**config.mk**
```make
export PLATFORM = sky130hd
export DESIGN_NAME = serial_memory_monitor
export DESIGN_NICKNAME = d
export VERILOG_FILES = /design/src/design/smm_pkg.sv /design/src/design/smm_core.sv /design/src/design/smm_outq.sv /design/src/design/serial_memory_monitor.sv
export VERILOG_INCLUDE_DIRS = /design/src /design/src/design
export SDC_FILE = /design/constraint.sdc
export NUM_CORES = 1
export LEC_CHECK = 0
export ABC_AREA = 1
export BUFFER_PORTS_ARGS = -buffer_cell sky130_fd_sc_hd__buf_2
export CAP_MARGIN = 5
export CORE_MARGIN = 10
export CORE_UTILIZATION = 45
export CTS_CLUSTER_SIZE = 25
export DETAILED_ROUTE_END_ITERATION = 6
export GPL_TIMING_DRIVEN = 0
export PLACE_DENSITY = 0.7
export SKIP_LAST_GASP = 1
export SYNTH_ARGS = -nofsm -noshare
export SYNTH_HDL_FRONTEND = slang
export SYNTH_HIERARCHICAL = 1
export SYNTH_SLANG_ARGS = --single-unit
```
**constraint.sdc**
```tcl
create_clock -name clk -period 29.1 [get_ports clk]
set_input_delay 1.455 -clock clk [delete_from_list [all_inputs] [get_ports clk]]
set_output_delay 1.455 -clock clk [all_outputs]
set_load 0.005 [all_outputs]
```
**src/design/serial_memory_monitor_assert.svh**
```systemverilog
// Assertion macros used by the serial memory monitor output queue (smm_outq).
`ifndef SERIAL_MEMORY_MONITOR_ASSERT_SVH
`define SERIAL_MEMORY_MONITOR_ASSERT_SVH

// Same-cycle implication, checked on every rising edge outside reset.
`define SMM_ASSERT_NOW(lbl, ante, cons, msg) \
  lbl: assert property (@(posedge clk) disable iff (rst) (ante) |-> (cons)) \
    else $error(msg);

// Next-cycle implication, checked on every rising edge outside reset.
`define SMM_ASSERT_NEXT(lbl, ante, cons, msg) \
  lbl: assert property (@(posedge clk) disable iff (rst) (ante) |=> (cons)) \
    else $error(msg);

`endif

```
**src/design/smm_pkg.sv**
```systemverilog
`default_nettype none

package smm_pkg;

  localparam logic [7:0] OP_PING     = 8'h18;
  localparam logic [7:0] OP_READ     = 8'h20;
  localparam logic [7:0] OP_READV    = 8'h21;
  localparam logic [7:0] OP_WRITEV   = 8'h22;
  localparam logic [7:0] OP_EXEC     = 8'h23;
  localparam logic [7:0] OP_WRITE    = 8'h00;
  localparam logic [7:0] CMD_HI_MASK = 8'hf0;

  localparam logic [7:0] ST_OK  = 8'h01;
  localparam logic [7:0] ST_UNK = 8'h04;

  localparam logic IN_SERIAL = 1'b0;
  localparam logic IN_RDATA  = 1'b1;

  localparam int MAX_RES = 5;

  typedef enum logic [3:0] {
    PH_IDLE,
    PH_ARGS_B,
    PH_CK_R,
    PH_RD_WAIT,
    PH_WR_DATA,
    PH_CK_W,
    PH_ARGS_V,
    PH_V_WAIT,
    PH_V_DATA,
    PH_ARGS_X
  } phase_t;

  typedef enum logic [1:0] {
    KIND_TX,
    KIND_RD,
    KIND_WR,
    KIND_JMP
  } out_kind_t;

  typedef struct packed {
    out_kind_t   kind;
    logic [7:0]  tx;
    logic [31:0] addr;
    logic [31:0] wdata;
    logic [2:0]  size;
  } result_t;

  // All results caused by one input word, in delivery order from entry 0.
  typedef struct packed {
    logic [2:0]                 cnt;
    result_t [MAX_RES-1:0]      res;
  } bundle_t;

  function automatic result_t mk_tx(input logic [7:0] b);
    result_t r;
    r       = '0;
    r.kind  = KIND_TX;
    r.tx    = b;
    return r;
  endfunction

  function automatic result_t mk_bus(input out_kind_t k, input logic [31:0] a,
                                     input logic [31:0] d, input logic [2:0] s);
    result_t r;
    r       = '0;
    r.kind  = k;
    r.addr  = a;
    r.wdata = d;
    r.size  = s;
    return r;
  endfunction

  // Accumulate one byte of a native-order field.
  function automatic logic [31:0] native_acc(input logic nbe, input logic [31:0] acc,
                                             input logic [7:0] b, input logic [1:0] idx);
    logic [31:0] r;
    if (nbe) begin
      r = {acc[23:0], b};
    end else begin
      r = acc | ({24'h0, b} << {idx, 3'b000});
    end
    return r;
  endfunction

  function automatic logic size_ok(input logic [7:0] s);
    return (s == 8'd1) || (s == 8'd2) || (s == 8'd4);
  endfunction

  function automatic logic [7:0] byte_of(input logic [31:0] w, input logic [1:0] idx);
    logic [31:0] t;
    t = w >> {idx, 3'b000};
    return t[7:0];
  endfunction

endpackage

`default_nettype wire

```
**src/design/smm_core.sv**
```systemverilog
`default_nettype none

module smm_core
  import smm_pkg::*;
(
  input  wire logic        clk,
  input  wire logic        rst,
  input  wire logic        cfg_wen,
  input  wire logic        cfg_wdata,
  input  wire logic        fire,
  input  wire logic        in_kind,
  input  wire logic [7:0]  rx_byte,
  input  wire logic [31:0] read_data,
  output bundle_t          bundle
);

  logic        nbe;
  phase_t      phase, phase_next;
  logic [7:0]  command, command_next;
  logic [31:0] address, address_next;
  logic [15:0] length, length_next;
  logic [2:0]  byte_count, byte_count_next;
  logic [7:0]  access_size, access_size_next;
  logic [31:0] value, value_next;

  always_ff @(posedge clk) begin
    if (rst) begin
      nbe <= 1'b0;
    end else if (cfg_wen) begin
      nbe <= cfg_wdata;
    end
  end

  always_ff @(posedge clk) begin
    if (rst) begin
      phase       <= PH_IDLE;
      command     <= '0;
      address     <= '0;
      length      <= '0;
      byte_count  <= '0;
      access_size <= '0;
      value       <= '0;
    end else if (fire) begin
      phase       <= phase_next;
      command     <= command_next;
      address     <= address_next;
      length      <= length_next;
      byte_count  <= byte_count_next;
      access_size <= access_size_next;
      value       <= value_next;
    end
  end

  always_comb begin
    logic [2:0]  sz;
    logic [7:0]  ack_ok;
    logic [31:0] addr_inc;
    logic [15:0] len_dec;
    logic [15:0] len_sh;
    logic [31:0] acc_addr;
    logic [31:0] acc_val;
    logic [2:0]  bc_inc;

    phase_next       = phase;
    command_next     = command;
    address_next     = address;
    length_next      = length;
    byte_count_next  = byte_count;
    access_size_next = access_size;
    value_next       = value;
    bundle           = '0;

    sz       = size_ok(access_size) ? access_size[2:0] : 3'd1;
    ack_ok   = (command & CMD_HI_MASK) | ST_OK;
    addr_inc = address + 32'd1;
    len_dec  = length - 16'd1;
    len_sh   = {length[7:0], rx_byte};
    acc_addr = native_acc(nbe, address, rx_byte, byte_count[1:0]);
    acc_val  = native_acc(nbe, value, rx_byte, byte_count[1:0]);
    bc_inc   = byte_count + 3'd1;

    if (in_kind == IN_RDATA) begin
      if (phase == PH_RD_WAIT) begin
        bundle.res[0] = mk_tx(read_data[7:0]);
        address_next  = addr_inc;
        length_next   = len_dec;
        if (len_dec != 16'd0) begin
          bundle.res[1] = mk_bus(KIND_RD, addr_inc, 32'h0, 3'd1);
        end else begin
          bundle.res[1] = mk_tx(ack_ok);
          phase_next    = PH_IDLE;
        end
        bundle.cnt = 3'd2;
      end else if (phase == PH_V_WAIT) begin
        // Bytes of the returned value go out in native order, then the acknowledge.
        for (int i = 0; i < MAX_RES; i++) begin
          if (3'(i) < sz) begin
            bundle.res[i] = mk_tx(byte_of(read_data,
                                          nbe ? 2'(sz - 3'd1 - 3'(i)) : 2'(i)));
          end else if (3'(i) == sz) begin
            bundle.res[i] = mk_tx(ack_ok);
          end
        end
        bundle.cnt = sz + 3'd1;
        phase_next = PH_IDLE;
      end
    end else begin
      unique case (phase)
        PH_IDLE: begin
          command_next    = rx_byte;
          byte_count_next = '0;
          address_next    = '0;
          length_next     = '0;
          value_next      = '0;
          if (rx_byte == OP_PING) begin
            bundle.res[0] = mk_tx((rx_byte & CMD_HI_MASK) | ST_OK);
            bundle.cnt    = 3'd1;
          end else if (rx_byte == OP_READ || rx_byte == OP_WRITE) begin
            phase_next = PH_ARGS_B;
          end else if (rx_byte == OP_READV || rx_byte == OP_WRITEV) begin
            phase_next = PH_ARGS_V;
          end else if (rx_byte == OP_EXEC) begin
            phase_next = PH_ARGS_X;
          end else begin
            bundle.res[0] = mk_tx((rx_byte & CMD_HI_MASK) | ST_UNK);
            bundle.cnt    = 3'd1;
          end
        end
        PH_ARGS_B: begin
          // Four address bytes, two unused bytes, then two length bytes.
          if (byte_count < 3'd4) begin
            address_next = {address[23:0], rx_byte};
          end else if (byte_count >= 3'd6) begin
            length_next = len_sh;
          end
          if (byte_count == 3'd7) begin
            byte_count_next = '0;
            if (command == OP_READ) begin
              phase_next = PH_CK_R;
            end else begin
              phase_next = (len_sh != 16'd0) ? PH_WR_DATA : PH_CK_W;
            end
          end else begin
            byte_count_next = bc_inc;
          end
        end
        PH_CK_R: begin
          if (length != 16'd0) begin
            bundle.res[0] = mk_bus(KIND_RD, address, 32'h0, 3'd1);
            phase_next    = PH_RD_WAIT;
          end else begin
            bundle.res[0] = mk_tx(ack_ok);
            phase_next    = PH_IDLE;
          end
          bundle.cnt = 3'd1;
        end
        PH_WR_DATA: begin
          bundle.res[0] = mk_bus(KIND_WR, address, {24'h0, rx_byte}, 3'd1);
          bundle.cnt    = 3'd1;
          address_next  = addr_inc;
          length_next   = len_dec;
          if (len_dec == 16'd0) begin
            phase_next = PH_CK_W;
          end
        end
        PH_CK_W: begin
          bundle.res[0] = mk_tx(ack_ok);
          bundle.cnt    = 3'd1;
          phase_next    = PH_IDLE;
        end
        PH_ARGS_V: begin
          if (byte_count < 3'd4) begin
            address_next    = acc_addr;
            byte_count_next = bc_inc;
          end else begin
            access_size_next = rx_byte;
            byte_count_next  = '0;
            value_next       = '0;
            bundle.cnt       = 3'd1;
            if (!size_ok(rx_byte)) begin
              bundle.res[0] = mk_tx(ack_ok);
              phase_next    = PH_IDLE;
            end else if (command == OP_READV) begin
              bundle.res[0] = mk_bus(KIND_RD, address, 32'h0, rx_byte[2:0]);
              phase_next    = PH_V_WAIT;
            end else begin
              bundle.cnt = 3'd0;
              phase_next = PH_V_DATA;
            end
          end
        end
        PH_V_DATA: begin
          value_next      = acc_val;
          byte_count_next = bc_inc;
          if (!size_ok(access_size) || {5'h0, bc_inc} >= access_size) begin
            bundle.res[0]   = mk_bus(KIND_WR, address, acc_val, access_size[2:0]);
            bundle.res[1]   = mk_tx(ack_ok);
            bundle.cnt      = 3'd2;
            byte_count_next = '0;
            phase_next      = PH_IDLE;
          end
        end
        PH_ARGS_X: begin
          address_next    = acc_addr;
          byte_count_next = bc_inc;
          if (bc_inc >= 3'd4) begin
            byte_count_next = '0;
            bundle.res[0]   = mk_bus(KIND_JMP, acc_addr, 32'h0, 3'd0);
            bundle.cnt      = 3'd1;
            phase_next      = PH_IDLE;
          end
        end
        default: begin
        end
      endcase
    end
  end

endmodule

`default_nettype wire

```
**src/design/smm_outq.sv**
```systemverilog
`default_nettype none

module smm_outq
  import smm_pkg::*;
(
  input  wire logic        clk,
  input  wire logic        rst,
  input  wire logic        load,
  input  wire bundle_t     bundle_in,
  output logic             free,
  output logic             m_axis_tvalid,
  input  wire logic        m_axis_tready,
  output logic [79:0]      m_axis_tdata,  // tx_byte, bus_addr, bus_wdata, bus_size, zero pad
  output logic [1:0]       m_axis_tuser,  // out_kind
  output logic             m_axis_tlast
);

  `include "serial_memory_monitor_assert.svh"

  logic       buf_valid;
  bundle_t    bnd;
  logic [2:0] idx;
  logic       last_out;
  result_t    cur;

  assign last_out = (idx == bnd.cnt - 3'd1);
  assign free     = !buf_valid || (m_axis_tready && last_out);
  assign cur      = bnd.res[idx];

  always_ff @(posedge clk) begin
    if (rst) begin
      buf_valid <= 1'b0;
      idx       <= '0;
    end else if (free) begin
      buf_valid <= load;
      idx       <= '0;
    end else if (m_axis_tready) begin
      idx <= idx + 3'd1;
    end
  end

  always_ff @(posedge clk) begin
    if (free && load) begin
      bnd <= bundle_in;
    end
  end

  assign m_axis_tvalid = buf_valid;
  assign m_axis_tdata  = {5'h0, cur.size, cur.wdata, cur.addr, cur.tx};
  assign m_axis_tuser  = cur.kind;
  assign m_axis_tlast  = last_out;

  `SMM_ASSERT_NOW(a_no_empty_bundle, buf_valid, bnd.cnt != 3'd0, "empty bundle held")
  `SMM_ASSERT_NOW(a_idx_in_range, buf_valid, idx < bnd.cnt, "result index past count")
  `SMM_ASSERT_NEXT(a_stall_holds_idx, buf_valid && !m_axis_tready,
                   buf_valid && idx == $past(idx), "stalled word lost its place")

endmodule

`default_nettype wire

```
**src/design/serial_memory_monitor.sv**
```systemverilog
// Channel   Dir  tdata (low bit up)                      tuser     tlast
// s_axis    in   rx_byte, read_data                      in_kind   -
// m_axis    out  tx_byte, bus_addr, bus_wdata, bus_size  out_kind  last
// cfg       in   cfg_wdata = native_big_endian, written when cfg_wen is high
//
// A word is held in the input register, decoded combinationally into all of
// its results, which leave the output register at one per cycle while
// m_axis_tready is high. A word with n results (1 to 5) holds the output
// side until its last is taken; one with none loads nothing. Its first result
// is offered from the output register. rst is synchronous, returns the decoder
// to idle and clears native_big_endian. Either side may stall at any time.
`default_nettype none

module serial_memory_monitor
  import smm_pkg::*;
(
  input  wire logic        clk,
  input  wire logic        rst,
  input  wire logic        cfg_wen,
  input  wire logic        cfg_wdata,
  input  wire logic        s_axis_tvalid,
  output logic             s_axis_tready,
  input  wire logic [39:0] s_axis_tdata,   // rx_byte, read_data
  input  wire logic [0:0]  s_axis_tuser,   // in_kind
  output logic             m_axis_tvalid,
  input  wire logic        m_axis_tready,
  output logic [79:0]      m_axis_tdata,   // tx_byte, bus_addr, bus_wdata, bus_size, pad
  output logic [1:0]       m_axis_tuser,   // out_kind
  output logic             m_axis_tlast
);

  logic        in_valid;
  logic        in_kind;
  logic [7:0]  in_rx;
  logic [31:0] in_rd;
  logic        free;
  logic        fire;
  logic        load;
  bundle_t     bundle;

  assign fire          = in_valid && free;
  assign load          = fire && (bundle.cnt != 3'd0);
  assign s_axis_tready = !in_valid || free;

  always_ff @(posedge clk) begin
    if (rst) begin
      in_valid <= 1'b0;
    end else if (s_axis_tready) begin
      in_valid <= s_axis_tvalid;
    end
  end

  always_ff @(posedge clk) begin
    if (s_axis_tvalid && s_axis_tready) begin
      in_kind <= s_axis_tuser[0];
      in_rx   <= s_axis_tdata[7:0];
      in_rd   <= s_axis_tdata[39:8];
    end
  end

  smm_core u_core (
    .clk       (clk),
    .rst       (rst),
    .cfg_wen   (cfg_wen),
    .cfg_wdata (cfg_wdata),
    .fire      (fire),
    .in_kind   (in_kind),
    .rx_byte   (in_rx),
    .read_data (in_rd),
    .bundle    (bundle)
  );

  smm_outq u_outq (
    .clk           (clk),
    .rst           (rst),
    .load          (load),
    .bundle_in     (bundle),
    .free          (free),
    .m_axis_tvalid (m_axis_tvalid),
    .m_axis_tready (m_axis_tready),
    .m_axis_tdata  (m_axis_tdata),
    .m_axis_tuser  (m_axis_tuser),
    .m_axis_tlast  (m_axis_tlast)
  );

endmodule

`default_nettype wire
```
### After elaboration in Yosys (flattened, before gate mapping)

Index checks and enable logic that the tools add are counted.

| cells by class | value |
|---|---|
| reductions and logical operators | 43 |
| bitwise operators | 5 |
| order comparisons | 10 |
| equality and inequality tests | 43 |
| shift-type cells | 6 |
| muxes and demuxes | 84 |
| $add $sub $neg | 11 |

Operators by type and width:

| kind | count |
|---|---|
| 2-to-1 mux 77 bit | 11 |
| 2-to-1 mux 75 bit | 8 |
| one-hot mux 77 bit (7 select lines) | 1 |
| 2-to-1 mux 388 bit | 1 |
| 2-to-1 mux 154 bit | 2 |
| binary-select mux 77 bit (select 3 bit) | 1 |
| 2-to-1 mux 76 bit | 3 |
| 2-to-1 mux 32 bit | 7 |
| one-hot mux 32 bit (5 select lines) | 1 |
| right shift 32 x 5 -> 8 bit | 5 |
| 2-to-1 mux 152 bit | 1 |
| one-hot mux 32 bit (3 select lines) | 1 |
| 2-to-1 mux 16 bit | 4 |
| 2-to-1 mux 4 bit | 16 |
| bitwise OR 32 bit | 2 |
| == test 8 x 6 -> 1 bit (second input constant) | 6 |
| one-hot mux 16 bit (3 select lines) | 1 |
| nonzero test 16 bit | 3 |
| 2-to-1 mux 3 bit | 12 |
| adder 32 x 1 -> 32 bit (second input constant) | 1 |
| one-hot mux 4 bit (8 select lines) | 1 |
| << shifter 8 x 5 -> 32 bit | 1 |
| one-hot mux 3 bit (5 select lines) | 2 |
| != test 3 x 2 -> 1 bit (second input constant) | 7 |
| 52 further kinds | 104 |

| word-level totals | value |
|---|---|
| word-level logic and storage cells | 242 |
| register bits | 538 |

### Depth between registers and ports, before layout

| depth | value |
|---|---|
| depth in word-level cells | 15 |
| mapped depth | 20 |
| gate-level depth less buffers | 19 |

### Cells and area by module

Netlist, hierarchy kept.

Modules (own cells, without submodules):

| module | area each (um^2) | instances | cells each |
|---|---|---|---|
| smm_outq | 15293.4 | 1 | 1199 |
| smm_core | 11768.8 | 1 | 1933 |
| serial_memory_monitor | 1298.7 | 1 | 52 |

### Worst setup path after synthesis

No wires, ideal clock.

| path | value |
|---|---|
| kind | flip-flop to flip-flop |
| from | register u_core.byte_count[0] |
| to | register u_outq/bnd[0] (netlist name), enable pin |
| arrival time | 20.182 ns |
| data required time | 27.856 ns |
| clock period less this slack | 21.426 ns |
| library setup time | 1.244 ns |
| slack | 7.674 ns |
| buffers on the path | 0 |
| cell stages (with the launch flop) | 13 |
| cell sequence | dfxtp_1 ha_1 ha_1 ha_1 a21boi_0 nor2_1 o21a_1 nor2_4 nand2_1 nand2_1 nor2_1 a21oi_1 a21boi_1 |

RTL lines:

| what | RTL line | text |
|---|---|---|
| start: declaration | smm_core.sv:22 | `logic [2:0] byte_count, byte_count_next;` |
| start signal: assignment | smm_core.sv:48 | `byte_count <= byte_count_next;` |
| end signal: assignment | smm_outq.sv:44 | `bnd <= bundle_in;` |
| end: declaration | smm_outq.sv:21 | `bundle_t bnd;` |

==> impl_results.md <==
* Final setup violation count at 0
* Die H at about 270 µm
* I/O Pins at 132
* DRC Markers at 0
* Syn Area/Cell at about 9 µm²
* Slowest cell on crit path: a21boi_4
* Port Buf Inserts at 126
* Clock skew at between 0.03 and 0.04 ns
* Yosys top cell area share at between 40% and 50%
* Worst hold margin at about 0.46 ns
* Post-route cell area at about 33000 µm²
* Area growth, synth to finish at 17.6%
* EDFF count, synth at 429
* Final Hold Viols at 0
* Max stage delay on crit path at roughly 0.75 ns
* Clock Latency Late Sink at ~0.64 ns
* Cts bufs inserted at a little under 60
* Post-DP HPWL at 61300 µm
* Largest net degree at the start of global routing at 32
* CTS root buffer: clkbuf_16
* Mapped Area at 28400 µm²
* RePlAce Congestion at between 0.9 and 1
* CP most frequent cell: buf_12
* Die area at approximately 73000 µm²
* Max Clk Rate at approximately 200 MHz
* Area contributors post-synth: edfxtp_1 (45%), nand2_1 (8.5%), dfxtp_1 (7.7%), buf_4 (6.9%), nand3_1 (5.6%)
* Register area share after synthesis at roughly 53%
* Max Slew Vio Count at 0
* Ys async rst share at 0%
* Max_slew headroom at approximately a third
* Tcrit/Tclk final at between 10% and 20%
* Initial antenna violation count at 1
* Worst Setup Start Kind: flop
* ANT nets after route at 0
* Die width at around 270 µm
* Worst vdd ir at between 0.04 and 0.05 mV
* Leak at about 14 nW
* CP Capture Type: flop
* Post-CTS sizing at 0
* Critical Path RT at about 29 ns
* Worst Tran Pin Value at between 1 and 1.5 ns
* Fraction of layout instances using a drive strength above 1 at around a fifth
* Vias in the first global route at ~22000
* Unique masters post-synth at slightly above 60
* Diode count at 0
* CP top delay family: compound AO/OA/AOI/OAI gates
* Routed wire per std cell at between 15 and 20 µm
* CTS clk-pin slew, worst paths at 0.06 ns
* Core area at between 60000 and 70000 µm²
* Gr ovfl total at 0
* Max Cap Viol at 0
* Status: finished, final reports clean
* Fill cells at around 5600
* RSZ-0062 raised after global routing: no
* Routed vias at roughly 23000
* Max clock buf depth at 3
* Synthesis-stage register bit count at 538
* Hold Path Class: reg -> reg
* Area leader, netlist: edfxtp_1
* Post-CTS Setup Inserts at 0
* Minimum clock period at a little under 5 ns
* Gate Count Post-Synth at ~3200
* Placed inst area at around 31000 µm²
* Clk sinks at around 540
* Crit path buffers/inverters at 6
* Crit path kind: reg -> reg
* Total design power at approximately 1.8 mW
* Synthesis Warnings at 6
* Wirelength, routed at about 82000 µm
* Drt first pass iters at 6
* Pwr Density at 55.1 nW/µm²
* Nets@finish at around 3700
* First-pass GRT wire length at 125000 µm
* Worst endpoint data arrival time at approximately 5.3 ns
* Rows at 91
* Initial Util at 45.7%
* Post-CTS Hold Buffers at 0
* Via density at between 5 and 6
* Overall routing resource usage at 21.8%
* Crit path cell chain: ha_1 > ha_1 > ha_1 > a21boi_0 > nor2_1 > o21a_1 > nor2_4 > nand2_1 > nand2_1 > nor2_1 > a21oi_1 > a21boi_4 > buf_12 > buf_12 > buf_12 > buf_16 > buf_12 > buf_12
* CTS tree: done
* Initial DRC count at roughly 2300
* Most used DFF post-synth: edfxtp_1
* H-tree levels at 2
* Worst-path maximum fanout at 31
-- stage by stage --
stage / setup WS, ns / setup TNS (ns) / cells / util [%]
after floorplan: 7.67 / 0 / 3432 / -
after global placement: -0.171 / -47.70 / 4395 / 49.9
after detailed placement: 24.21 / 0 / 4412 / 50.6
after CTS: 24.17 / 0 / 4522 / 53.8
after global routing: 23.81 / 0 / 4522 / 53.8
final: 24.14 / 0 / 4522 / 53.8
-- routing by layer --
| layer | up-vias | track usage (%) | part of all wire [%] |
|---|---|---|---|
| met3 | 187 | 4.14 | 7.5 |
| met1 | 10500 | 28.1 | 42 |
| met2 | 855 | 35.3 | 46 |
| li1 | 11200 | - | - |
| met5 | - | 0 | 0.016 |
| met4 | 2 | 9.25 | 4.3 |
-- path summary, 6_finish.rpt --
check                                    start                             to  slack, ns  depth (start not counted)
max          u_core/byte_count[0]$_SDFFE_PP0P_      u_outq/bnd[344]$_DFFE_PP_      24.14                         18
max reg2reg  u_core/byte_count[0]$_SDFFE_PP0P_      u_outq/bnd[344]$_DFFE_PP_      24.14                         18
min              u_core/value[26]$_SDFFE_PP0P_  u_core/value[26]$_SDFFE_PP0P_       0.46                          2
min reg2reg      u_core/value[26]$_SDFFE_PP0P_  u_core/value[26]$_SDFFE_PP0P_       0.46                          2
-- power breakdown --
part | internal (mW) | total (mW) | switching (mW)
logic | 0.0765 | 0.206 | 0.129
registers | 0.868 | 0.885 | 0.0169
clock network | 0.441 | 0.748 | 0.307
total | 1.39 | 1.84 | 0.454
-- synthesized netlist by cell type, types with 13 or more instances --
cell type / number
a211oi_1: 13
a21oi_1: 127
a221oi_1: 16
a31oi_1: 20
buf_1: 15
buf_2: 82
buf_4: 259
clkbuf_1: 57
dfxtp_1: 109
edfxtp_1: 429
ha_1: 14
inv_1: 309
inv_2: 28
nand2_1: 645
nand2_2: 13
nand3_1: 320
nor2_1: 213
nor2_2: 16
nor3_1: 35
o211ai_1: 30
o21ai_0: 213
o21ai_1: 39
o22ai_1: 25
xor2_1: 28
-- worst reg2reg max path, stage by stage (launching register included) --
cell and delay (ns):
dfxtp_1 0.33, ha_1 0.24, ha_1 0.31, ha_1 0.28, a21boi_0 0.17, nor2_1 0.06, o21a_1 0.24, nor2_4 0.29
nand2_1 0.26, nand2_1 0.14, nor2_1 0.05, a21oi_1 0.19, a21boi_4 0.75, buf_12 0.28, buf_12 0.22, buf_12 0.24
buf_16 0.19, buf_12 0.20, buf_12 0.23
-- sequential cells by signal, indices dropped and copies added (netlist names) --
| name | cells |
|---|---|
| in_kind | 1 |
| in_rd | 32 |
| in_rx | 8 |
| in_valid | 1 |
| u_core/access_size | 8 |
| u_core/address | 32 |
| u_core/byte_count | 3 |
| u_core/command | 8 |
| u_core/length | 16 |
| u_core/nbe | 1 |
| u_core/phase | 4 |
| u_core/value | 32 |
| u_outq/bnd | 388 |
| u_outq/idx | 3 |
| u_outq/m_axis_tvalid | 1 |
-- cells by family after synthesis --
logic type / synth area share (%)
AND/OR/NAND/NOR: 20.1
buffers and inverters: 14.1
AO/OA/AOI/OAI: 11.2
flip-flops: 53.1
XOR/XNOR: 0.957
adder cells (fa/ha/maj): 0.618
other: 0.0265
-- cells in the final DEF (no fill, tap or decap), drive strengths merged, types with 2 or more instances in the layout --
cell        n
a221oi     17
a21oi     129
xor2       28
a31oi      21
conb      250
o21a        4
a22oi       6
o31ai      12
o2111ai     5
a21boi      3
o221ai     11
nand4      11
nor4        5
o211ai     30
o221a       2
nor3       43
nor2      239
xnor2       3
or2         6
o21ai     252
bufinv      3
edfxtp    429
clkinv     16
nand3     328
clkinvlp    2
inv       340
dfxtp     109
a211oi     13
and2        2
buf       506
nand2     660
clkbuf    147
ha         14
o22ai      25
o21bai      4
a311oi      7
-- area by class of cell --
cell class | count | area (µm²) | share of cell area (%)
Clock buffer | 89 | 1750 | 5.25
Clock inverter | 21 | 209 | 0.626
Tap cell | 837 | 1050 | 3.14
Inverter | 340 | 1280 | 3.83
Sequential cell | 538 | 15100 | 45.2
Multi-Input combinational cell | 2133 | 10300 | 30.8
Buffer | 421 | 2710 | 8.12
Timing Repair Buffer | 143 | 1040 | 3.11
Note: power is estimated with default switching activity, not from simulation.
